File: src/sv/tcp_connection_tracker_defines.svh
// Assertion macros shared by the connection tracker RTL.
// No dependencies; included by the modules that carry checks.
`ifndef TCP_CONNECTION_TRACKER_DEFINES_SVH
`define TCP_CONNECTION_TRACKER_DEFINES_SVH

`ifndef SYNTHESIS
// Check a property on every clock edge, ignored while reset is asserted.
`define TCP_CT_ASSERT(lbl, clk, rst_n, prop) \
    lbl: assert property (@(posedge clk) disable iff (!rst_n) prop) \
        else $error("tcp connection tracker check failed");
// Check a property on every clock edge, reset included.
`define TCP_CT_ASSERT_ALWAYS(lbl, clk, prop) \
    lbl: assert property (@(posedge clk) prop) \
        else $error("tcp connection tracker check failed");
`else
`define TCP_CT_ASSERT(lbl, clk, rst_n, prop)
`define TCP_CT_ASSERT_ALWAYS(lbl, clk, prop)
`endif

`endif

File: src/sv/tcp_ct_pkg.sv
// Types and codes for the TCP connection tracker.
// No dependencies; imported by all tracker modules.
package tcp_ct_pkg;

    localparam int LIMIT_W = 5;
    localparam int TUPLE_W = 96;
    localparam int ENTRY_W = TUPLE_W + 2;

    // Connection states
    localparam logic [1:0] ST_CLOSED       = 2'd0;
    localparam logic [1:0] ST_LISTEN       = 2'd1;
    localparam logic [1:0] ST_SYN_RECEIVED = 2'd2;
    localparam logic [1:0] ST_ESTABLISHED  = 2'd3;

    // Result status codes
    localparam logic [1:0] STATUS_MATCHED = 2'd0;
    localparam logic [1:0] STATUS_CREATED = 2'd1;
    localparam logic [1:0] STATUS_FULL    = 2'd2;

    // Action codes
    localparam logic [1:0] ACT_NONE      = 2'd0;
    localparam logic [1:0] ACT_SYN_ACK   = 2'd1;
    localparam logic [1:0] ACT_SEND_DATA = 2'd2;

    typedef struct packed {
        logic [31:0] src_addr;
        logic [15:0] src_port;
        logic [31:0] dst_addr;
        logic [15:0] dst_port;
    } t_tuple;

    // Head of the segment queue as seen by the lookup engine
    typedef struct packed {
        logic   valid;
        t_tuple tuple;
    } t_q_head;

endpackage

File: src/sv/tcp_ct_ifs.sv
// Valid/ready channel interfaces for segments in and lookup results out.
// No dependencies.
interface tcp_ct_seg_if;
    logic        valid;
    logic        ready;
    logic [31:0] source_ip;
    logic [15:0] source_port;
    logic [31:0] dest_ip;
    logic [15:0] dest_port;

    modport source (output valid, source_ip, source_port, dest_ip, dest_port,
                    input ready);
    modport sink (input valid, source_ip, source_port, dest_ip, dest_port,
                  output ready);
endinterface

interface tcp_ct_res_if;
    logic       valid;
    logic       ready;
    logic [3:0] slot;
    logic [1:0] status;
    logic [1:0] action;
    logic [1:0] conn_state;

    modport source (output valid, slot, status, action, conn_state, input ready);
    modport sink (input valid, slot, status, action, conn_state, output ready);
endinterface

File: src/sv/tcp_ct_queue.sv
// Front end: accepts segment beats and holds their four-tuples in a
// two-deep queue. Depends on tcp_ct_pkg and tcp_ct_seg_if.
`include "tcp_connection_tracker_defines.svh"

module tcp_ct_queue (
    input  logic               i_clk,
    input  logic               i_rst_n,
    tcp_ct_seg_if.sink         i_seg,
    output tcp_ct_pkg::t_q_head o_head,
    input  logic               i_pop
);
    import tcp_ct_pkg::*;

    t_tuple     r_slot [2];
    logic       r_wr_ptr;
    logic       r_rd_ptr;
    logic [1:0] r_count;
    logic [1:0] n_count;
    logic       push;
    logic       pop;

    // Accept while a slot is free
    assign i_seg.ready = (r_count != 2'd2);
    assign push = i_seg.valid && i_seg.ready;
    assign pop  = i_pop && (r_count != 2'd0);

    assign o_head.valid = (r_count != 2'd0);
    assign o_head.tuple = r_slot[r_rd_ptr];

    // Track occupancy
    always_comb begin
        n_count = r_count;
        if (push && !pop) begin
            n_count = r_count + 2'd1;
        end else if (pop && !push) begin
            n_count = r_count - 2'd1;
        end
    end

    // Advance pointers
    always_ff @(posedge i_clk) begin
        if (!i_rst_n) begin
            r_wr_ptr <= 1'b0;
            r_rd_ptr <= 1'b0;
            r_count  <= 2'd0;
        end else begin
            r_count <= n_count;
            if (push) begin
                r_wr_ptr <= !r_wr_ptr;
            end
            if (pop) begin
                r_rd_ptr <= !r_rd_ptr;
            end
        end
    end

    // Capture the tuple of an accepted beat
    always_ff @(posedge i_clk) begin
        if (push) begin
            r_slot[r_wr_ptr] <= '{src_addr: i_seg.source_ip, src_port: i_seg.source_port,
                                  dst_addr: i_seg.dest_ip, dst_port: i_seg.dest_port};
        end
    end

    `TCP_CT_ASSERT(a_queue_bound, i_clk, i_rst_n, r_count != 2'd3)
    `TCP_CT_ASSERT(a_queue_ptrs, i_clk, i_rst_n, (r_count == 2'd1) |-> (r_wr_ptr != r_rd_ptr))

endmodule

File: src/sv/tcp_ct_engine.sv
// Back end: scans the connection table one entry per cycle, then updates
// or appends the entry unless the table is full, and registers the result. Depends on tcp_ct_pkg.
`include "tcp_connection_tracker_defines.svh"

module tcp_ct_engine #(
    parameter int CAPACITY = 16
) (
    input  logic                          i_clk,
    input  logic                          i_rst_n,
    input  tcp_ct_pkg::t_q_head           i_head,
    output logic                          o_pop,
    input  logic [tcp_ct_pkg::LIMIT_W-1:0] i_limit,
    tcp_ct_res_if.source                  o_res
);
    import tcp_ct_pkg::*;

    localparam int IDX_W = (CAPACITY > 1) ? $clog2(CAPACITY) : 1;
    localparam int CNT_W = $clog2(CAPACITY + 1);
    localparam int CMP_W = (CNT_W > LIMIT_W) ? CNT_W : LIMIT_W;

    localparam logic [1:0] S_IDLE   = 2'd0;
    localparam logic [1:0] S_SEARCH = 2'd1;
    localparam logic [1:0] S_UPDATE = 2'd2;

    // Connection table: four-tuple and state per entry
    logic [ENTRY_W-1:0] mem [CAPACITY];
    logic [ENTRY_W-1:0] r_rd_data;

    logic [1:0]       r_state;
    logic [1:0]       n_state;
    logic [CNT_W-1:0] r_filled;
    logic [IDX_W-1:0] r_idx;
    logic [IDX_W-1:0] n_idx;
    logic             r_found;
    logic             n_found;
    t_tuple           r_tuple;

    logic             r_out_valid;
    logic [3:0]       r_slot;
    logic [1:0]       r_status;
    logic [1:0]       r_action;
    logic [1:0]       r_conn_state;

    logic [CNT_W-1:0] idx_next;
    logic             entry_match;
    logic             last_entry;
    logic             full;
    logic             out_free;
    logic             take;
    logic             rd_en;
    logic [IDX_W-1:0] rd_addr;
    logic             finish;
    logic             do_write;
    logic             do_create;
    logic [IDX_W-1:0] slot_idx;
    logic [1:0]       cur_st;
    logic [1:0]       new_st;
    logic [1:0]       new_act;

    assign idx_next    = CNT_W'(r_idx) + CNT_W'(1);
    assign entry_match = (r_rd_data[ENTRY_W-1:2] == r_tuple);
    assign last_entry  = (idx_next >= r_filled);
    assign full        = (CMP_W'(r_filled) >= CMP_W'(i_limit)) ||
                         (r_filled >= CNT_W'(CAPACITY));
    assign out_free    = !r_out_valid || o_res.ready;

    assign o_pop   = (r_state == S_IDLE);
    assign take    = (r_state == S_IDLE) && i_head.valid;
    assign finish  = (r_state == S_UPDATE) && out_free;

    // Read the next entry only while the scan goes on
    assign rd_en   = take || ((r_state == S_SEARCH) && !entry_match && !last_entry);
    assign rd_addr = (r_state == S_IDLE) ? '0 : IDX_W'(idx_next);

    // Advance the handshake state of the selected entry
    always_comb begin
        cur_st  = r_found ? r_rd_data[1:0] : ST_LISTEN;
        new_st  = cur_st;
        new_act = ACT_NONE;
        unique case (cur_st)
            ST_LISTEN: begin
                new_st  = ST_SYN_RECEIVED;
                new_act = ACT_SYN_ACK;
            end
            ST_SYN_RECEIVED: begin
                new_st  = ST_ESTABLISHED;
                new_act = ACT_SEND_DATA;
            end
            default: begin
                new_st  = cur_st;
                new_act = ACT_NONE;
            end
        endcase
    end

    assign slot_idx  = r_found ? r_idx : IDX_W'(r_filled);
    assign do_create = finish && !r_found && !full;
    assign do_write  = finish && (r_found || !full);

    // Sequence: take a tuple, scan, update
    always_comb begin
        n_state = r_state;
        n_idx   = r_idx;
        n_found = r_found;
        unique case (r_state)
            S_IDLE: begin
                if (take) begin
                    n_idx   = '0;
                    n_found = 1'b0;
                    n_state = (r_filled == '0) ? S_UPDATE : S_SEARCH;
                end
            end
            S_SEARCH: begin
                priority if (entry_match) begin
                    n_found = 1'b1;
                    n_state = S_UPDATE;
                end else if (last_entry) begin
                    n_state = S_UPDATE;
                end else begin
                    n_idx = IDX_W'(idx_next);
                end
            end
            S_UPDATE: begin
                if (out_free) begin
                    n_state = S_IDLE;
                end
            end
            default: begin
                n_state = S_IDLE;
            end
        endcase
    end

    // Control registers
    always_ff @(posedge i_clk) begin
        if (!i_rst_n) begin
            r_state     <= S_IDLE;
            r_filled    <= '0;
            r_out_valid <= 1'b0;
        end else begin
            r_state <= n_state;
            if (do_create) begin
                r_filled <= r_filled + CNT_W'(1);
            end
            if (finish) begin
                r_out_valid <= 1'b1;
            end else if (o_res.ready) begin
                r_out_valid <= 1'b0;
            end
        end
    end

    // Scan index, match flag and the tuple under search
    always_ff @(posedge i_clk) begin
        r_idx   <= n_idx;
        r_found <= n_found;
        if (take) begin
            r_tuple <= i_head.tuple;
        end
    end

    // Table write and registered read
    always_ff @(posedge i_clk) begin
        if (do_write) begin
            mem[slot_idx] <= {r_tuple, new_st};
        end
        if (rd_en) begin
            r_rd_data <= mem[rd_addr];
        end
    end

    // Result register; hold while the receiver stalls
    always_ff @(posedge i_clk) begin
        if (finish) begin
            if (!r_found && full) begin
                r_slot       <= 4'd0;
                r_status     <= STATUS_FULL;
                r_action     <= ACT_NONE;
                r_conn_state <= ST_CLOSED;
            end else begin
                r_slot       <= 4'(slot_idx);
                r_status     <= r_found ? STATUS_MATCHED : STATUS_CREATED;
                r_action     <= new_act;
                r_conn_state <= new_st;
            end
        end
    end

    assign o_res.valid      = r_out_valid;
    assign o_res.slot       = r_slot;
    assign o_res.status     = r_status;
    assign o_res.action     = r_action;
    assign o_res.conn_state = r_conn_state;

    `TCP_CT_ASSERT_ALWAYS(a_reset_empty, i_clk, !i_rst_n |=> (r_filled == '0))
    `TCP_CT_ASSERT(a_fill_bound, i_clk, i_rst_n, r_filled <= CNT_W'(CAPACITY))
    `TCP_CT_ASSERT(a_scan_in_range, i_clk, i_rst_n, (r_state == S_SEARCH) |-> (CNT_W'(r_idx) < r_filled))
    `TCP_CT_ASSERT(a_create_count, i_clk, i_rst_n, do_create |=> (r_filled == $past(r_filled) + CNT_W'(1)))

endmodule

File: src/sv/tcp_connection_tracker.sv
// Top level of the TCP connection tracker: limit register, segment queue
// and lookup engine. Depends on tcp_ct_pkg, tcp_ct_ifs, tcp_ct_queue, tcp_ct_engine.
//
// Usage:
//   i_seg carries one received segment's four-tuple per beat; o_res returns
//   exactly one result per segment (slot, status, action, conn_state) in order.
//   i_cfg_valid/i_cfg_data write the table limit (5 bits, saturated at
//   CAPACITY); o_cfg_ready is always high. Write it only while idle.
// Operation:
//   A segment sits in a two-deep queue, then the engine scans the table one
//   entry per cycle through the registered read port of the table memory.
//   A miss scans every filled entry (none on an empty table) and a hit
//   stops at the matching entry. The engine takes the next segment only
//   after the result of the current one is in the output register.
// Reset:
//   Synchronous, active low. Clears the fill count, sets the limit to 16.
// Stalls:
//   A result waits in the output register while o_res.ready is low; the
//   queue keeps accepting segments until both of its slots are taken.
module tcp_connection_tracker #(
    parameter int CAPACITY = 16
) (
    input  logic                          i_clk,
    input  logic                          i_rst_n,
    tcp_ct_seg_if.sink                    i_seg,
    tcp_ct_res_if.source                  o_res,
    input  logic                          i_cfg_valid,
    output logic                          o_cfg_ready,
    input  logic [tcp_ct_pkg::LIMIT_W-1:0] i_cfg_data
);
    import tcp_ct_pkg::*;

    logic [LIMIT_W-1:0] r_table_limit;
    t_q_head            head;
    logic               pop;

    // Limit register; writes always taken
    assign o_cfg_ready = 1'b1;

    always_ff @(posedge i_clk) begin
        if (!i_rst_n) begin
            r_table_limit <= LIMIT_W'(16);
        end else if (i_cfg_valid && o_cfg_ready) begin
            r_table_limit <= i_cfg_data;
        end
    end

    tcp_ct_queue u_queue (
        .i_clk   (i_clk),
        .i_rst_n (i_rst_n),
        .i_seg   (i_seg),
        .o_head  (head),
        .i_pop   (pop)
    );

    tcp_ct_engine #(
        .CAPACITY (CAPACITY)
    ) u_engine (
        .i_clk   (i_clk),
        .i_rst_n (i_rst_n),
        .i_head  (head),
        .o_pop   (pop),
        .i_limit (r_table_limit),
        .o_res   (o_res)
    );

endmodule

File: src/flat_wrapper.sv
// flat-port wrapper written by rule: the top's interface ports become plain ports
module tcp_connection_tracker_flat import tcp_ct_pkg::*;
#(
    parameter int CAPACITY = 16
)
  (i_clk, i_rst_n, i_cfg_valid, o_cfg_ready, i_cfg_data, i_seg_valid, i_seg_source_ip, i_seg_source_port, i_seg_dest_ip, i_seg_dest_port, i_seg_ready, o_res_valid, o_res_slot, o_res_status, o_res_action, o_res_conn_state, o_res_ready);
  tcp_ct_seg_if i_seg_i ();
  tcp_ct_res_if o_res_i ();
  input  logic i_clk;
  input  logic i_rst_n;
  input  logic i_cfg_valid;
  output logic o_cfg_ready;
  input  logic [tcp_ct_pkg::LIMIT_W-1:0] i_cfg_data;
  input wire logic [$bits(i_seg_i.valid)-1:0] i_seg_valid;
  input wire logic [$bits(i_seg_i.source_ip)-1:0] i_seg_source_ip;
  input wire logic [$bits(i_seg_i.source_port)-1:0] i_seg_source_port;
  input wire logic [$bits(i_seg_i.dest_ip)-1:0] i_seg_dest_ip;
  input wire logic [$bits(i_seg_i.dest_port)-1:0] i_seg_dest_port;
  output wire logic [$bits(i_seg_i.ready)-1:0] i_seg_ready;
  output wire logic [$bits(o_res_i.valid)-1:0] o_res_valid;
  output wire logic [$bits(o_res_i.slot)-1:0] o_res_slot;
  output wire logic [$bits(o_res_i.status)-1:0] o_res_status;
  output wire logic [$bits(o_res_i.action)-1:0] o_res_action;
  output wire logic [$bits(o_res_i.conn_state)-1:0] o_res_conn_state;
  input wire logic [$bits(o_res_i.ready)-1:0] o_res_ready;
  assign i_seg_i.valid = i_seg_valid;
  assign i_seg_i.source_ip = i_seg_source_ip;
  assign i_seg_i.source_port = i_seg_source_port;
  assign i_seg_i.dest_ip = i_seg_dest_ip;
  assign i_seg_i.dest_port = i_seg_dest_port;
  assign i_seg_ready = i_seg_i.ready;
  assign o_res_valid = o_res_i.valid;
  assign o_res_slot = o_res_i.slot;
  assign o_res_status = o_res_i.status;
  assign o_res_action = o_res_i.action;
  assign o_res_conn_state = o_res_i.conn_state;
  assign o_res_i.ready = o_res_ready;
  tcp_connection_tracker #(.CAPACITY(CAPACITY)) u_core (.i_clk(i_clk), .i_rst_n(i_rst_n), .i_seg(i_seg_i), .o_res(o_res_i), .i_cfg_valid(i_cfg_valid), .o_cfg_ready(o_cfg_ready), .i_cfg_data(i_cfg_data));
endmodule
File: config.mk
export PLATFORM = sky130hd
export DESIGN_NAME = tcp_connection_tracker_flat
export DESIGN_NICKNAME = d
export VERILOG_FILES = /design/src/sv/tcp_ct_pkg.sv /design/src/sv/tcp_ct_ifs.sv /design/src/sv/tcp_ct_queue.sv /design/src/sv/tcp_ct_engine.sv /design/src/sv/tcp_connection_tracker.sv /design/src/flat_wrapper.sv
export VERILOG_INCLUDE_DIRS = /design/src /design/src/sv
export SDC_FILE = /design/constraint.sdc
export NUM_CORES = 2
export LEC_CHECK = 0
export ABC_AREA = 1
export BUFFER_PORTS_ARGS = -buffer_cell sky130_fd_sc_hd__buf_2
export CORE_ASPECT_RATIO = 1.2
export CORE_MARGIN = 4
export CORE_UTILIZATION = 62
export DETAILED_ROUTE_END_ITERATION = 10
export GPL_ROUTABILITY_DRIVEN = 1
export PLACE_DENSITY_LB_ADDON = 0.15
export SLEW_MARGIN = 25
export SYNTH_ARGS = -nofsm -noshare
export SYNTH_HDL_FRONTEND = slang
export SYNTH_SLANG_ARGS = --single-unit
export TNS_END_PERCENT = 1
File: constraint.sdc
create_clock -name i_clk -period 10.95 [get_ports i_clk]
set_clock_uncertainty 0.1 [all_clocks]
set_input_delay 0.5475 -clock i_clk [delete_from_list [all_inputs] [get_ports i_clk]]
set_output_delay 0.5475 -clock i_clk [all_outputs]
set_load 0.005 [all_outputs]
# After elaboration in Yosys (flattened, before gate mapping)
# Memory sizes are Yosys's and may differ from the RTL's. A register that Yosys moved wholly into a read port is not among the register bits.
# Index checks and enable logic that the tools add are counted.
word_totals:
  output_inout_bits: 13
  mem_bits_rw: 1760
  ff_bits: 32
  memories: 2
  input_bits: 106
  elab_cells: 94
mem_list:
  columns: ["name", "depth", "word_bits", "read_ports", "rd_clocked_by_memory_dff", "wr", "line_no", "text"]
  rows:
  - ["u_core.u_engine.mem", 16, 98, 1, 1, 1, "tcp_ct_engine.sv:26", "logic [ENTRY_W-1:0] mem [CAPACITY];"]
  - ["u_core.u_queue.r_slot", 2, 96, 1, 1, 1, "tcp_ct_queue.sv:14", "t_tuple r_slot [2];"]
classes:
  order_cmp: 3
  n_reduce_logical: 33
  mux: 27
  add_sub_neg: 4
  eq_ne: 12
op_table:
  columns: ["operator", "count"]
  rows:
  - ["96-bit == test", 1]
  - ["4-bit two-way mux", 5]
  - ["2-bit two-way mux", 8]
  - ["2-bit inequality test (second input constant)", 6]
  - ["1-bit logical AND", 11]
  - ["5-bit greater-or-equal comparator", 2]
  - ["1-bit zero test", 9]
  - ["1-bit two-way mux", 9]
  - ["2-bit case mux with 2 select lines", 2]
  - ["4-bit case mux with 2 select lines", 1]
  - ["2-bit nonzero test", 4]
  - ["2-bit case mux with 3 select lines", 1]
  - ["3-bit AND reduction", 2]
  - ["4-bit by 1-bit adder with 5-bit output (second input constant)", 1]
  - ["5-bit by 1-bit adder with 5-bit output (second input constant)", 1]
  - ["5-bit greater-or-equal comparator (second input constant)", 1]
  - ["5-bit zero test", 1]
  - ["2-bit by 1-bit == test with 1-bit output (second input constant)", 2]
  - ["2-bit == test (second input constant)", 2]
  - ["1-bit logical OR", 4]
  - ["4-bit AND reduction", 1]
  - ["3-bit inequality test (second input constant)", 1]
  - ["2-bit by 1-bit adder with 2-bit output (second input constant)", 1]
  - ["2-bit zero test", 1]
  - ["2 further kinds", 2]

# Depth between registers and ports, before layout
logic_depth:
  ltp_word: 7
  mapped_depth: 13
  ltp_nobuf: 13

# Cells and area by module
# From an unflattened synthesis, not the netlist that was laid out.
hier_totals:
  hier_cells: 5674
  hier_area_um2: 77798.4
modules_own_cells:
  columns: ["mod", "seq_area_each_um2", "area_per_inst_um2", "n_inst", "cells_per_inst"]
  rows:
  - ["tcp_ct_engine", 53521.3, 70206.1, 1, 5306]
  - ["tcp_ct_queue", 5865.6, 7368.3, 1, 336]
  - ["tcp_connection_tracker", 100.1, 224.0, 1, 32]

# Worst setup path after synthesis
# Ideal clock, no wire load.
synth_timing:
  kind: "reg-to-reg"
  startpoint: "register u_core.u_engine.r_state[1]"
  endpoint: "memory u_core.u_engine.mem[12][0] in the netlist's numbering (enable)"
  setup_ns: 0.675
  period_less_slack_ns: 8.982
  path_stages_with_launch: 7
  path_buffers: 0
  t_required_ns: 10.175
  slack_ns: 1.968
  arrival_ns: 8.206
  path_cell_list: "dfxtp_1 > inv_1 > nor2_1 > inv_1 > nor2_1 > nand2_1 > nor3_1"
synth_between:
  elab_chain_cells: 5
synth_rtl:
  columns: ["item", "line_no", "text"]
  rows:
  - ["from (decl)", "tcp_ct_engine.sv:29", "logic [1:0] r_state;"]
  - ["from (signal assigned)", "tcp_ct_engine.sv:141", "r_state <= n_state;"]
  - ["2-bit == test", "tcp_ct_engine.sv:69", "assign finish = (r_state == S_UPDATE) && out_free;"]
  - ["1-bit logical AND", "tcp_ct_engine.sv:69", null]
  - ["net u_core.u_engine.finish", "tcp_ct_engine.sv:52", "logic finish;"]
  - ["1-bit logical AND", "tcp_ct_engine.sv:98", "assign do_write = finish && (r_found || !full);"]
  - ["1-bit two-way mux", "tcp_ct_engine.sv:164", "if (do_write) begin"]
  - ["1-bit two-way mux (not written as such)", "tcp_ct_engine.sv:165", "mem[slot_idx] <= {r_tuple, new_st};"]
  - ["to (decl)", "tcp_ct_engine.sv:26", null]
# The timed path passes the listed nets, and every way through them passes these cells.

# Final worst setup path
layout_timing:
  startpoint: "register u_core.u_engine.r_filled[2]"
  endpoint: "memory u_core.u_engine.mem[3][83] in the netlist's numbering (enable)"
layout_between:
  elab_chain_cells: 7
  elab_cells_between_ends: 9
  cone_classes: "order compare (2); mux (3); reduce/logical (4)"
layout_rtl:
  columns: ["item", "line_no", "text"]
  rows:
  - ["from (decl)", "tcp_ct_engine.sv:31", "logic [CNT_W-1:0] r_filled;"]
  - ["from (signal assigned)", "tcp_ct_engine.sv:143", "r_filled <= r_filled + CNT_W'(1);"]
  - ["5-bit greater-or-equal comparator (on tied branches)", "tcp_ct_engine.sv:63, tcp_ct_engine.sv:64", null]
  - ["1-bit logical OR", "tcp_ct_engine.sv:63", "assign full = (CMP_W'(r_filled) >= CMP_W'(i_limit)) ||"]
  - ["1-bit zero test", "tcp_ct_engine.sv:98", null]
  - ["1-bit logical OR", "tcp_ct_engine.sv:98", null]
  - ["1-bit logical AND", "tcp_ct_engine.sv:98", null]
  - ["1-bit two-way mux", "tcp_ct_engine.sv:164", null]
  - ["1-bit two-way mux (not written as such)", "tcp_ct_engine.sv:165", null]
# Several ways; a longest one is shown, not always the timed one.

==> flow_summary.json <==
{
  "arrival_ns": 5.13,
  "final-setup-viol-count": 0,
  "via_count": 47620,
  "grt_pass1_wl_microns": 279000,
  "synth_area_leaders": "edfxtp_1 (76%), nor2_1 (8.2%), nand2_1 (2.9%), o311ai_0 (2.5%), o21ai_0 (1.9%)",
  "grt.total_usage": 0.2819,
  "drtPass1Iterations": 5,
  "hold_slack_ns": 0.1817,
  "max_cap_viol_count": 0,
  "max-slew-margin-rel": 0.2586,
  "core_sq_mm": 0.1237,
  "grt_pass1_vias": 47140,
  "irDropWorstVdd_uv": 528.5,
  "worstHoldStart": "i_seg_valid",
  "cts_made_buffers": 185,
  "p_leak_nw": 29.76,
  "worstPathRequired_ns": 11.26,
  "routed_wl_microns": 183300,
  "fmax_ghz": 0.2075,
  "drtAntennaViolNets": 0,
  "grt_antenna_before_repair": 1,
  "synth_warnings": 0,
  "cts_tree": "yes",
  "placement.io_buffers": 117,
  "holdPathStages": 5,
  "ios": 119,
  "ys_types": 36,
  "post-route-min-period_ns": 4.819,
  "status": "finished, final reports clean",
  "slew_viol_final": 0,
  "yosys.area.top_type": "edfxtp_1",
  "crit_chain": "ha_1 > a21oi_1 > o221ai_1 > a21oi_1 > nand2_1 > nand2_1 > nand4_1 > nor2_4 > buf_4 > buf_4",
  "r2r_slack_ns": 6.13,
  "regToRegEndpoint": "u_core.u_engine.mem[3][83]",
  "cp-end-kind": "register",
  "synthArstFlopShare": 0,
  "worstHoldEndpoint": "u_core.u_queue.r_wr_ptr",
  "synth_edf_count": 1969,
  "powerDensity_mw_per_mm2": 276.8,
  "cts_sinks": 1986,
  "hpwl_microns": 86200,
  "rows": 141,
  "drt_iter0_markers": 5721,
  "grt_max_degree": 214,
  "routedWlPerCell_microns": 23.52,
  "syn_inst": 5855,
  "utilization": 0.6974,
  "worst_pin_slew_ns": 1.112,
  "die_x_microns": 330.6,
  "dp.cells": 7353,
  "slowest_stage": "nor2_4",
  "initial_core_util": 0.6261,
  "h-tree-depth": 4,
  "synth_nets": 5975,
  "overflow": 0,
  "yosysMostFrequentCell": "edfxtp_1",
  "cts_buffer_depth": 3,
  "synthFlopType": "edfxtp_1",
  "reg2regPathDepth": 10,
  "cpPeakStageDelay_ns": 0.85,
  "fin_setup_tns_ns": 0,
  "syn_area_sq_mm": 0.07743,
  "drive_above_1_share": 0.07613,
  "fin_cells": 7791,
  "cp-start-kind": "register",
  "period_share": 0.4401,
  "insertion_delay_ns": 0.80,
  "drc": 0,
  "synth_common_cells": "edfxtp_1 (1,969), nor2_1 (1,683), nand2_1 (596), o21ai_0 (296), o311ai_0 (223)",
  "area_growth_pct": 11.39,
  "vias_per_cell": 6.112,
  "ys_seq_area_frac": 0.7680,
  "fin_total_pwr_mw": 23.88,
  "hold_class": "primary input to register",
  "rsz0062_at_grt": "no",
  "die_h_microns": 395.1,
  "hold_viol": 0,
  "crit_type": "register to register",
  "yosysTopAreaCellShare": 0.7636,
  "finalWeightedCongestion": 0.7919,
  "dieArea_sq_mm": 0.1306,
  "synth.avg_cell_area_sq_um": 13.22,
  "synth_seq_cells": 1986,
  "cp_max_fo": 40,
  "timing.rr.start": "u_core.u_engine.r_filled[2]",
  "root_buffer": "clkbuf_16",
  "antenna_cells": 0,
  "nNetsFinal": 6132,
  "clk_pin_slew_ns": 0.06
}
## critical path: cells and delay by family, from the launching register on
family	cells	cell delay, ns
and+or+nand+nor	4	1.51
buffers and inverters	2	1.51
AOI/OAI and AO/OA	3	0.48
DFF	1	0.46
adders and majority gates	1	0.31
## registers in the layout, indices dropped and copies added, names as in the netlist
register and cells:
u_core.u_engine.r_idx 4, u_core.u_queue.r_rd_ptr 1, u_core.u_engine.o_res.action 2, u_core.u_queue.r_wr_ptr 1, u_core.u_engine.r_tuple 96, u_core.u_engine.o_res.valid 1
u_core.u_engine.o_res.slot 4, u_core.u_engine.o_res.status 2, u_core.u_engine.r_found 1, u_core.u_engine.r_filled 5, u_core.u_engine.o_res.conn_state 2, u_core.u_engine.r_state 2
u_core.u_engine.r_rd_data 98, u_core.u_queue.r_slot 192, u_core.u_queue.r_count 2, u_core.r_table_limit 5, u_core.u_engine.mem 1568
## layout make-up
type,count,area (sq um)
flip-flops and latches,1986,59470
repair buffers,314,2514
multi-input cells,3373,16070
clock inverters,91,654.4
well taps,1644,2057
fillers,8214,37420
clock buffers,231,4866
inverters,152,616.8
## cell usage in the layout (no fill, tap or decap), types with 6 or more instances in the layout
cell type      synthesis  routed
edfxtp_1            1969    1969
nor2_1              1683    1673
nand2_1              596     595
o21ai_0              296     296
o311ai_0             223     223
clkbuf_16              0     188
nand3_1              153     153
inv_1                147     145
o311ai_1             122     122
buf_2                111     117
o21ai_1              113     113
dlygate4sd3_1          0     113
buf_4                  4      71
clkinv_1               1      48
o32ai_1               47      47
o211ai_1              47      47
clkbuf_1             208      43
xor2_1                33      33
clkinv_2               1      26
a21oi_1               18      17
dfxtp_1               17      16
ha_1                  14      14
nor2_4                 1      12
bufinv_16              0       9
nor3_2                 0       8
buf_12                 0       6
## cell families after synthesis
family | Yosys count | synth area share
AOI/OAI and AO/OA | 869 | 0.07681
xor gates and xnor gates | 33 | 0.003733
adders and majority gates | 14 | 0.002262
buffers and inverters | 496 | 0.02636
DFF | 1986 | 0.7680
other | 1 | 0.00004843
and+or+nand+nor | 2456 | 0.1228
## worst max path at each step
stage / from / endpoint / slack (ns) / depth (start not counted)
6_report: u_core.u_engine.r_filled[2] / u_core.u_engine.mem[3][83] / 6.13 / 10
5_1_grt: u_core.u_engine.r_filled[2] / u_core.u_engine.mem[3][8] / 5.88 / 10
4_1_cts: u_core.u_engine.r_filled[2] / u_core.u_engine.mem[2][87] / 6.11 / 10
3_5_place_dp: u_core.u_engine.r_filled[2] / u_core.u_engine.mem[2][11] / 6.15 / 10
3_3_place_gp: u_core.u_engine.r_filled[2] / u_core.u_engine.mem[2][83] / 6.26 / 10
2_1_floorplan: u_core.u_engine.r_state[1] / u_core.u_engine.mem[12][0] / 1.97 / 6
## per-layer routing
layer / up-vias / wire (microns) / track usage
met5: - / 13 / 0
met4: 2 / 5703 / 0.09408
met3: 370 / 15700 / 0.04411
met2: 2288 / 89430 / 0.4645
met1: 23420 / 72430 / 0.3898
li1: 21540 / - / -
## stage by stage
stage               instance area [sq um]  worst slack (ns)
floorplan                           77430             1.968
global placement                    79440             6.262
detailed placement                  79520             6.153
CTS                                 86170             6.108
global route                        86250             5.882
finish                              86250             6.131
## report_power, final
part / internal [mW] / leakage [nW] / switching [mW] / total (mW)
clock network: 3.33 / 2.70 / 2.63 / 5.96
registers: 10.5 / 18.0 / 1.04 / 11.5
logic: 1.73 / 9.02 / 4.67 / 6.40
total: 15.5 / 29.8 / 8.33 / 23.9
## what timing repair did
action                                 4_1_cts  5_1_grt
hold buffers                               113        0
endpoints found under the hold margin      205        0
gates resized for setup                      0        0
setup buffers                                0        0
Power figures use the tool's default switching activity.
